[src/rtl/lrng_pkg.sv]
package lrng_pkg;

    // request opcodes
    localparam logic [1:0] OP_DRAW = 2'd0;
    localparam logic [1:0] OP_SET  = 2'd1;
    localparam logic [1:0] OP_READ = 2'd2;

    localparam int SEED_W = 31;
    localparam int FRAC_W = 25;
    localparam int MULT_W = 15;
    localparam int PROD_W = SEED_W + MULT_W;

    localparam logic [SEED_W-1:0] PM_MODULUS  = 31'h7FFF_FFFF;
    localparam logic [SEED_W-1:0] PM_SEED_MAX = 31'h7FFF_FFFE;
    localparam logic [MULT_W-1:0] PM_MUL_A    = 15'd24112;
    localparam logic [MULT_W-1:0] PM_MUL_B    = 15'd26143;

    localparam int SEED_TABLE_LEN = 101;

    // published start seeds, entry 0 is zero
    localparam logic [SEED_W-1:0] SEED_TABLE [0:SEED_TABLE_LEN-1] = '{
        31'd0,
        31'd1973272912, 31'd281629770,  31'd20006270,   31'd1280689831, 31'd2096730329,
        31'd1933576050, 31'd913566091,  31'd246780520,  31'd1363774876, 31'd604901985,
        31'd1511192140, 31'd1259851944, 31'd824064364,  31'd150493284,  31'd242708531,
        31'd75253171,   31'd1964472944, 31'd1202299975, 31'd233217322,  31'd1911216000,
        31'd726370533,  31'd403498145,  31'd993232223,  31'd1103205531, 31'd762430696,
        31'd1922803170, 31'd1385516923, 31'd76271663,   31'd413682397,  31'd726466604,
        31'd336157058,  31'd1432650381, 31'd1120463904, 31'd595778810,  31'd877722890,
        31'd1046574445, 31'd68911991,   31'd2088367019, 31'd748545416,  31'd622401386,
        31'd2122378830, 31'd640690903,  31'd1774806513, 31'd2132545692, 31'd2079249579,
        31'd78130110,   31'd852776735,  31'd1187867272, 31'd1351423507, 31'd1645973084,
        31'd1997049139, 31'd922510944,  31'd2045512870, 31'd898585771,  31'd243649545,
        31'd1004818771, 31'd773686062,  31'd403188473,  31'd372279877,  31'd1901633463,
        31'd498067494,  31'd2087759558, 31'd493157915,  31'd597104727,  31'd1530940798,
        31'd1814496276, 31'd536444882,  31'd1663153658, 31'd855503735,  31'd67784357,
        31'd1432404475, 31'd619691088,  31'd119025595,  31'd880802310,  31'd176192644,
        31'd1116780070, 31'd277854671,  31'd1366580350, 31'd1142483975, 31'd2026948561,
        31'd1053920743, 31'd786262391,  31'd1792203830, 31'd1494667770, 31'd1923011392,
        31'd1433700034, 31'd1244184613, 31'd1147297105, 31'd539712780,  31'd1545929719,
        31'd190641742,  31'd1645390429, 31'd264907697,  31'd620389253,  31'd1502074852,
        31'd927711160,  31'd364849192,  31'd2049576050, 31'd638580085,  31'd547070247
    };

    // fold a product below 2^46 modulo 2^31-1: high part plus low part, one subtract
    function automatic logic [SEED_W-1:0] mod_fold(input logic [PROD_W-1:0] p);
        logic [SEED_W:0] s;
        logic [SEED_W:0] d;
        s = {1'b0, p[SEED_W-1:0]} + (SEED_W+1)'(p[PROD_W-1:SEED_W]);
        d = s - {1'b0, PM_MODULUS};
        return (s >= {1'b0, PM_MODULUS}) ? d[SEED_W-1:0] : s[SEED_W-1:0];
    endfunction

endpackage

[src/rtl/lrng_mulmod.sv]
module lrng_mulmod
(
    input  logic        clk,
    input  logic        load,
    input  logic        use_b,
    input  logic [30:0] operand,
    output logic [30:0] reduced
);
    import lrng_pkg::*;

    logic [PROD_W-1:0] prod_reg;
    logic [PROD_W-1:0] prod_next;
    logic [MULT_W-1:0] mult;

    // constant multiplier select, 31 x 15 product
    assign mult      = use_b ? PM_MUL_B : PM_MUL_A;
    assign prod_next = PROD_W'(operand) * PROD_W'(mult);

    always_ff @(posedge clk)
    begin
        if (load)
        begin
            prod_reg <= prod_next;
        end
    end

    assign reduced = mod_fold(prod_reg);

endmodule

[src/rtl/multi_stream_lehmer_rng.sv]
// a draw steps through ST_READ, ST_REDA, ST_MULB and ST_FIN, its result registered out of
// ST_FIN; set and read finish in ST_READ. busy is high until then, so a new request is taken
// only after the last is done; a draw uses the shared multiply/fold unit twice, and the seed
// memory has separate read and write ports. reset: rst_n is asynchronous; afterwards busy
// stays high while the seed memory is loaded with the start seed table, zero beyond it, one entry per cycle
// the receiver cannot stall: done marks each result for exactly one cycle
module multi_stream_lehmer_rng #(
    parameter int NUM_STREAMS = 128
)
(
    input  logic        clk,
    input  logic        rst_n,
    input  logic        start,
    input  logic [1:0]  op,
    input  logic [6:0]  stream,
    input  logic [30:0] seed_in,
    output logic        busy,
    output logic        done,
    output logic [24:0] fraction_numerator,
    output logic [30:0] seed_out
);
    import lrng_pkg::*;

    localparam int AW = $clog2(NUM_STREAMS);

    // one-hot sequencer
    typedef enum logic [5:0] {
        ST_INIT = 6'b000001,
        ST_IDLE = 6'b000010,
        ST_READ = 6'b000100,
        ST_REDA = 6'b001000,
        ST_MULB = 6'b010000,
        ST_FIN  = 6'b100000
    } state_t;

    state_t            state_reg;
    state_t            state_next;
    logic [AW-1:0]     init_cnt_reg;
    logic [AW-1:0]     init_cnt_next;
    logic              done_reg;
    logic              done_next;

    // request payload held for the duration of the operation
    logic [1:0]        op_reg;
    logic [AW-1:0]     addr_reg;
    logic              inr_reg;
    logic [SEED_W-1:0] seed_reg;
    logic [SEED_W-1:0] z_reg;
    logic [SEED_W-1:0] z_next;
    logic [FRAC_W-1:0] frac_reg;
    logic [FRAC_W-1:0] frac_next;
    logic [SEED_W-1:0] sout_reg;
    logic [SEED_W-1:0] sout_next;

    // seed memory, registered read taken when a request is accepted
    logic [SEED_W-1:0] seed_mem [0:NUM_STREAMS-1];
    logic [SEED_W-1:0] rd_data_reg;
    logic              mem_we;
    logic [AW-1:0]     mem_waddr;
    logic [SEED_W-1:0] mem_wdata;

    logic              accept;
    logic [31:0]       stream_ext;
    logic              in_range;
    logic [SEED_W-1:0] seed_sat;
    logic [31:0]       init_ext;
    logic [SEED_W-1:0] init_val;

    logic              mul_load;
    logic              mul_use_b;
    logic [SEED_W-1:0] mul_operand;
    logic [SEED_W-1:0] mul_reduced;

    assign busy   = (state_reg != ST_IDLE);
    assign accept = start && !busy;

    // stream index widened so any depth compares and slices the same way
    assign stream_ext = 32'(stream);
    assign in_range   = (stream_ext < 32'(NUM_STREAMS));
    // the all-ones value is not a valid seed, clamp it
    assign seed_sat   = (seed_in == PM_MODULUS) ? PM_SEED_MAX : seed_in;

    // start value for the loading sweep: table entries first, zero beyond
    assign init_ext = 32'(init_cnt_reg);
    assign init_val = (init_ext < 32'(SEED_TABLE_LEN)) ? SEED_TABLE[init_ext[6:0]] : '0;

    lrng_mulmod u_mulmod (
        .clk     (clk),
        .load    (mul_load),
        .use_b   (mul_use_b),
        .operand (mul_operand),
        .reduced (mul_reduced)
    );

    always_comb
    begin
        state_next    = state_reg;
        init_cnt_next = init_cnt_reg;
        done_next     = 1'b0;
        mem_we        = 1'b0;
        mem_waddr     = addr_reg;
        mem_wdata     = seed_reg;
        mul_load      = 1'b0;
        mul_use_b     = 1'b0;
        mul_operand   = rd_data_reg;
        z_next        = z_reg;
        frac_next     = frac_reg;
        sout_next     = sout_reg;
        case (state_reg)
            ST_INIT:
            begin
                mem_we    = 1'b1;
                mem_waddr = init_cnt_reg;
                mem_wdata = init_val;
                if (init_cnt_reg == AW'(NUM_STREAMS - 1))
                begin
                    state_next = ST_IDLE;
                end
                else
                begin
                    init_cnt_next = init_cnt_reg + AW'(1);
                end
            end
            ST_IDLE:
            begin
                if (start)
                begin
                    state_next = ST_READ;
                end
            end
            ST_READ:
            begin
                if (inr_reg && (op_reg == OP_DRAW))
                begin
                    // first step: seed times 24112
                    mul_load   = 1'b1;
                    state_next = ST_REDA;
                end
                else
                begin
                    state_next = ST_IDLE;
                    done_next  = 1'b1;
                    frac_next  = '0;
                    if (!inr_reg)
                    begin
                        sout_next = '0;
                    end
                    else if (op_reg == OP_SET)
                    begin
                        mem_we    = 1'b1;
                        sout_next = seed_reg;
                    end
                    else
                    begin
                        // read, and the spare opcode behaves the same
                        sout_next = rd_data_reg;
                    end
                end
            end
            ST_REDA:
            begin
                z_next     = mul_reduced;
                state_next = ST_MULB;
            end
            ST_MULB:
            begin
                // second step: times 26143
                mul_load    = 1'b1;
                mul_use_b   = 1'b1;
                mul_operand = z_reg;
                state_next  = ST_FIN;
            end
            ST_FIN:
            begin
                mem_we     = 1'b1;
                mem_wdata  = mul_reduced;
                done_next  = 1'b1;
                frac_next  = FRAC_W'({1'b0, mul_reduced[SEED_W-1:7] | 24'd1}) + 25'd1;
                sout_next  = mul_reduced;
                state_next = ST_IDLE;
            end
            default:
            begin
                state_next = ST_IDLE;
            end
        endcase
    end

    always_ff @(posedge clk or negedge rst_n)
    begin
        if (!rst_n)
        begin
            state_reg    <= ST_INIT;
            init_cnt_reg <= '0;
            done_reg     <= 1'b0;
        end
        else
        begin
            state_reg    <= state_next;
            init_cnt_reg <= init_cnt_next;
            done_reg     <= done_next;
        end
    end

    always_ff @(posedge clk)
    begin
        if (accept)
        begin
            op_reg   <= op;
            addr_reg <= stream_ext[AW-1:0];
            inr_reg  <= in_range;
            seed_reg <= seed_sat;
        end
        z_reg    <= z_next;
        frac_reg <= frac_next;
        sout_reg <= sout_next;
    end

    // memory: the sequencer lets at most one request touch it at a time,
    // so a write always lands before the next request's read
    always_ff @(posedge clk)
    begin
        if (mem_we)
        begin
            seed_mem[mem_waddr] <= mem_wdata;
        end
    end

    always_ff @(posedge clk)
    begin
        if (accept)
        begin
            rd_data_reg <= seed_mem[stream_ext[AW-1:0]];
        end
    end

    assign done               = done_reg;
    assign fraction_numerator = frac_reg;
    assign seed_out           = sout_reg;

endmodule

[config.mk]
export PLATFORM = sky130hd
export DESIGN_NAME = multi_stream_lehmer_rng
export DESIGN_NICKNAME = d
export VERILOG_FILES = /design/src/rtl/lrng_pkg.sv /design/src/rtl/lrng_mulmod.sv /design/src/rtl/multi_stream_lehmer_rng.sv
export SDC_FILE = /design/constraint.sdc
export NUM_CORES = 2
export LEC_CHECK = 0
export BUFFER_PORTS_ARGS = -buffer_cell sky130_fd_sc_hd__buf_2
export CAP_MARGIN = 10
export CORE_MARGIN = 4
export CORE_UTILIZATION = 30
export CTS_BUF_LIST = sky130_fd_sc_hd__clkbuf_2
export DETAILED_ROUTE_END_ITERATION = 10
export GPL_TIMING_DRIVEN = 0
export PLACE_DENSITY = 0.43
export SETUP_SLACK_MARGIN = 0.3
export SLEW_MARGIN = 20
export SYNTH_ARGS = -nofsm -noshare
export SYNTH_HDL_FRONTEND = slang
export SYNTH_HIERARCHICAL = 1
export SYNTH_SLANG_ARGS = --single-unit
[constraint.sdc]
create_clock -name clk -period 10.7 [get_ports clk]
set_input_delay 2.14 -clock clk [delete_from_list [all_inputs] [get_ports clk]]
set_output_delay 2.14 -clock clk [all_outputs]
set_load 0.01 [all_outputs]
* Yosys cells after proc, flatten, opt, wreduce, memory -nomap -nowiden
Memories as Yosys holds them, arrays and structs flattened. A register that Yosys moved wholly into a read port is not among the register bits. Cells that the tools add are included.
Cells by class: div/mod/pow operators 0, muxes and demuxes 29, multipliers 1, shift operators 0, magnitude comparators 4, bitwise logic cells 2, reduce and logical (&&, ||, !) cells 9, equal/unequal tests 13, $add $sub $neg 4
Operator list (number):
- 2-to-1 mux 31 bit | 8
- one-hot mux 31 bit (2 select lines) | 2
- one-hot mux 25 bit (2 select lines) | 1
- multiplier 31 x 15 -> 46 bit | 1
- adder 31 x 15 -> 32 bit | 1
- >= comparator 32 x 31 -> 1 bit, second input constant | 1
- == test 31 bit, second input constant | 1
- subtractor 31 bit, second input constant | 1
- one-hot mux 6 bit (5 select lines) | 1
- adder 24 x 1 -> 25 bit, second input constant | 1
- 2-to-1 mux 25 bit | 1
- 2-to-1 mux 14 bit | 1
- 2-to-1 mux 6 bit | 2
- >= comparator 8 bit, second input constant | 1
- less-than comparator 7 x 8 -> 1 bit, second input constant | 1
- 2-to-1 mux 1 bit | 8
- inverter 7 -> 8 bit | 1
- adder 7 x 1 -> 7 bit, second input constant | 1
- == test 7 bit, second input constant | 1
- less-than comparator 7 bit, second input constant | 1
- 2-to-1 mux 7 bit | 1
- == test 6 x 1 -> 1 bit, second input constant | 1
- == test 6 x 2 -> 1 bit, second input constant | 1
- == test 6 x 3 -> 1 bit, second input constant | 1
- 15 further kinds | 22
Storage, ports and cells: bits in read-only memories 3968, register bits 188, memories 2, bits in writable memories 3968, logic and storage cells 75, latch bits 0, input bits 43
Memory list:
- (no name shown) | depth 128, width 31, rd ports 1, clocked after Yosys merged registers in 0, wr ports 0, line multi_stream_lehmer_rng.sv:85 | assign init_val = (init_ext < 32'(SEED_TABLE_LEN)) ? SEED_TABLE[init_ext[6:0]] : '0;
- seed_mem | depth 128, width 31, rd ports 1, clocked after Yosys merged registers in 1, wr ports 1, line multi_stream_lehmer_rng.sv:56 | logic [SEED_W-1:0] seed_mem [0:NUM_STREAMS-1];

* Longest topological paths before layout
word-level depth 7, mapped depth 34, gate-level depth less buffers 31

* Hierarchy
The synthesis kept the hierarchy.
Modules (own cells, without submodules):
- multi_stream_lehmer_rng | instances 1, area each 164868.1 µm², cells an instance 9583
- lrng_mulmod | instances 1, area each 14330.0 µm², cells an instance 1536

* Worst setup path after synthesis
No wires, ideal clock.
kind reg-to-reg, start point reg init_cnt_reg[0], end point mem seed_mem[0][26], data pin, clock period less this slack 8.904 ns, cell stages (with the launch flop) 10, library setup time 1.224 ns, data arrival time 7.680 ns, path slack 1.796 ns, path through dfrtp_1 clkinv_1 ha_1 clkbuf_1 clkbuf_1 nand3_1 and3_1 o21ai_0 o21ai_0 o31ai_1
On the way: longest elaborated chain between the ends 6, elaborated cells between the ends (all ways) 7, those cells by class order compare: 1; mux: 4; bitwise: 1; memory: 1
RTL lines:
- start, declared | line multi_stream_lehmer_rng.sv:38 | logic [AW-1:0] init_cnt_reg;
- start signal, assigned | line multi_stream_lehmer_rng.sv:200 | init_cnt_reg <= init_cnt_next;
- inverter 7 -> 8 bit (implied by the code) | line multi_stream_lehmer_rng.sv:85
- memory read (128 x 31 bit)
- 2-to-1 mux 31 bit (implied by the code) (2 in series) | line multi_stream_lehmer_rng.sv:85
- 2-to-1 mux 31 bit (*) | line multi_stream_lehmer_rng.sv:85
- one-hot mux 31 bit (2 select lines) (*) | line multi_stream_lehmer_rng.sv:109 | case (state_reg)
- net mem_wdata[26] | line multi_stream_lehmer_rng.sv:60 | logic [SEED_W-1:0] mem_wdata;
- end, declared | line multi_stream_lehmer_rng.sv:56
Mark *: on every way through the listed nets, which the timed path passes. The rest lies on a longest branch. The select of a mux whose other input is x is not followed.

* Final worst setup path
start point reg state_reg[0], end point reg u_mulmod.prod_reg[45], data pin
On the way: longest elaborated chain between the ends 4, elaborated cells between the ends (all ways) 5, those cells by class mul: 1; eq/ne: 1; mux: 3
RTL lines:
- start, declared | line multi_stream_lehmer_rng.sv:36 | state_t state_reg;
- start signal, assigned | line multi_stream_lehmer_rng.sv:199 | state_reg <= state_next;
- == test 6 x 5 -> 1 bit | line multi_stream_lehmer_rng.sv:109
- 2-to-1 mux 1 bit | line multi_stream_lehmer_rng.sv:109
- net mul_use_b | line multi_stream_lehmer_rng.sv:70 | logic mul_use_b;
- 2-to-1 mux 14 bit | line lrng_mulmod.sv:16 | assign mult = use_b ? PM_MUL_B : PM_MUL_A;
- multiplier 31 x 15 -> 46 bit | line lrng_mulmod.sv:17 | assign prod_next = PROD_W'(operand) * PROD_W'(mult);
- net u_mulmod.prod_next[45] | line lrng_mulmod.sv:12 | logic [PROD_W-1:0] prod_next;
- end signal, assigned | line lrng_mulmod.sv:23 | prod_reg <= prod_next;
- end, declared | line lrng_mulmod.sv:11 | logic [PROD_W-1:0] prod_reg;
The timed path passes the listed nets, and every way through them passes these cells. A chain may end at the register's enable or synchronous reset.

==> flow_metrics.env <==
export IMPL_status="complete, no violations"
export IMPL_synth_top_area_share_pct=69.9
export IMPL_r2r_cells=30
export IMPL_clockRootBuffer="clkbuf_2"
export IMPL_synth_edff_count=4171
export IMPL_grtUsageMet3_pct=4.15
export IMPL_grt_util_met1_pct=28.6
export IMPL_grt_pass1_vias=113000
export IMPL_clock_skew_ns=0.312
export IMPL_cp_start_kind="flip-flop"
export IMPL_end_kind="flip-flop"
export IMPL_endpoint="u_mulmod/prod_reg[45]"
export IMPL_min_period_over_period_pct=91.0
export IMPL_layout_drive_gt1_share_pct=26.6
export IMPL_design_area_um2=209000
export IMPL_synthXorXnorAreaFrac_pct=0.591
export IMPL_synthTopCellsByArea="edfxtp_1, mux2i_1, mux2_2, fa_1, a22oi_1"
export IMPL_drcViolationCount=0
export IMPL_slew_headroom_pct=18.6
export IMPL_nNetsFinal=13400
export IMPL_synth_seq_cells=4185
export IMPL_tritoncts="done"
export IMPL_clk_pin_slew_ns=0.10
export IMPL_yosysMostFrequentCell="edfxtp_1"
export IMPL_netlist_instances=11100
export IMPL_place_area_um2=199000
export IMPL_core_um2=595000
export IMPL_min_path_type="input port to async pin"
export IMPL_pin_count=101
export IMPL_cp_required_ns=12.63
export IMPL_maxCapViolCount=0
export IMPL_irDropWorstVdd_uv=562
export IMPL_wl_per_cell_um=30.8
export IMPL_cts_htree_levels=7
export IMPL_cpPeakStageDelay_ns=0.61
export IMPL_drt_iter0_markers=11200
export IMPL_antenna_found_initial=73
export IMPL_met2_usage_pct=33.9
export IMPL_clockBufferDepth=5
export IMPL_layout_cells_non_filler=21500
export IMPL_finalHoldViolCount=0
export IMPL_tightest_slew_ns=1.21
export IMPL_viasPerCell=5.15
export IMPL_drv_slew=0
export IMPL_port_buffers=99
export IMPL_num_rows=283
export IMPL_synth_top_family_by_area="multiplexers"
export IMPL_fin_hold_ws_ns=0.372
export IMPL_ys_types=101
export IMPL_die_area_um2=610000
export IMPL_largest_reg_flops=3968
export IMPL_synth_common_cells="edfxtp_1, mux2i_1, mux2_2"
export IMPL_gp_congestion=0.932
export IMPL_numCtsBuffers=1179
export IMPL_worst_path_dominant_cell_family="adder cells"
export IMPL_setup_slack_ns=0.958
export IMPL_final_setup_tns_ns=0
export IMPL_grtUsageTotal_pct=21.3
export IMPL_cp_num_buf_inv=11
export IMPL_synth_nets=11600
export IMPL_busiest_layer="met2"
export IMPL_reg2reg_setup_slack_ns=0.96
export IMPL_ant_nets=0
export IMPL_crit_slowest_cell="or4_1"
export IMPL_syn_to_final_growth_pct=16.4
export IMPL_synthFlopType="edfxtp_1"
export IMPL_p_per_area_nw_per_um2=241
export IMPL_timing_rr_end="u_mulmod/prod_reg[45]"
export IMPL_cts_sinks=4185
export IMPL_setup_violations=0
export IMPL_clkLatencyLatePin_ns=2.40
export IMPL_yosysTopAreaCell="edfxtp_1"
export IMPL_dr_pass1_iters=8
export IMPL_synth_fa_ha_area_share_pct=4.19
export IMPL_cp_num_cells=30
export IMPL_crit_type="flip-flop to flip-flop"
export IMPL_reg2reg_from="state_reg[0]"
export IMPL_start_util_pct=30.1
export IMPL_preCtsSetupSlack_ns=-0.463
export IMPL_grt_overflow_total=0
export IMPL_arrival_ns=11.67
export IMPL_wirelength_mm=664
export IMPL_hpwlAfterDp_mm=491
export IMPL_async_reset_ff_share_pct=0.335
export IMPL_grt_pass1_wl_mm=906
export IMPL_fin_crit_ns=9.74
export IMPL_die_y_um=781
export IMPL_synthMuxAreaShare_pct=11.8
export IMPL_grt_max_degree=63
export IMPL_synth_avg_cell_area_um2=16.1
export IMPL_place_inst=19600
export IMPL_synth_compound_area_share_pct=6.34
export IMPL_netlist_area_um2=179000
export IMPL_crit_fanout=10
export IMPL_die_w_um=781
export IMPL_fmax_mhz=103
export IMPL_cellLeakagePower_nw=73.4
export IMPL_yosysSeqAreaShare_pct=70.1
export IMPL_synthSimpleGateAreaFrac_pct=4.56
export IMPL_rsz0062_at_grt="false"
export IMPL_via_count=111000
export IMPL_synth_warnings=6
export IMPL_timing_critical_path_from="state_reg[0]"
[timing repair]
action	in CTS	in global routing
setup buffers	0	3
pin swaps	0	1
resized for setup	3	9
hold buffers	32	0
endpoints found under the hold margin	46	0
endpoints found under the setup margin	14	6
[how the worst min path moves through the flow]
| stage | start | to | depth (start not counted) |
|---|---|---|---|
| 2_1_floorplan | op_reg[1] | state_reg[3] | 1 |
| 3_5_place_dp | state_reg[3] | state_reg[4] | 1 |
| 4_1_cts | seed_in[30] | seed_reg[30] | 2 |
| 6_report | rst_n | done | 2 |
| 5_1_grt | rst_n | done | 2 |
| 3_3_place_gp | state_reg[3] | state_reg[4] | 1 |
[worst reg2reg max path, delay by kind of cell (launching register included)]
family	cells	cell delay (ns)
simple gates	4	1.39
fa+ha+maj	7	3.34
xor+xnor	1	0.17
compound gates	7	1.69
flops	1	0.37
buf+inv	11	2.53
[power breakdown]
part / internal [mW] / leakage (nW) / total, mW / switching, mW
clock network: 4.27 / 7.50 / 10.9 / 6.63
logic: 7.30 / 28.2 / 19.7 / 12.4
registers: 19.6 / 37.7 / 19.7 / 0.148
[cell type report]
cell class,instances,area [um2]
antenna,51,128
buffer,665,2920
clock buffer,1669,8350
clock inverter,240,1100
fill,57400,386000
inverter,374,1400
multi-input combinational,5895,50900
sequential,4185,126000
tap,7837,9810
timing repair buffer,633,8380
[cell families after synthesis]
group / Yosys count
DFF: 4185
muxes: 2017
AOI/OAI and AO/OA: 1672
and+or+nand+nor: 1634
buffers and inverters: 1039
adders and majority gates: 449
xor gates and xnor gates: 121
other: 2
[cell usage in the layout, fill, tap and decap left out, drive strengths merged, types with 254 or more instances in the layout]
cell    Yosys  routed
a21oi     283     283
fa        254     254
o22ai     371     371
mux2i    1278    1278
nor2      318     318
buf       321     921
a22oi     378     378
clkbuf    344    2014
edfxtp   4171    4171
mux2      731     731
inv       371     388
nand2     509     509
[metal layers]
layer  vias to the layer above  wire, um
met5                         -        43
met3                      1202     42300
met2                      4588    311000
met4                         6     24300
met1                     57500    287000
li1                      47800         -
[metrics by stage]
step / util (%) / power, mW
final: 35.1 / 50.3
after global placement: 31.9 / 40.3
after CTS: 35.1 / 51.2
after floorplan: - / 33.2
after global routing: 35.1 / 54.2
after detailed placement: 33.4 / 40.0
No activity file was read; power rests on OpenSTA's default activity.
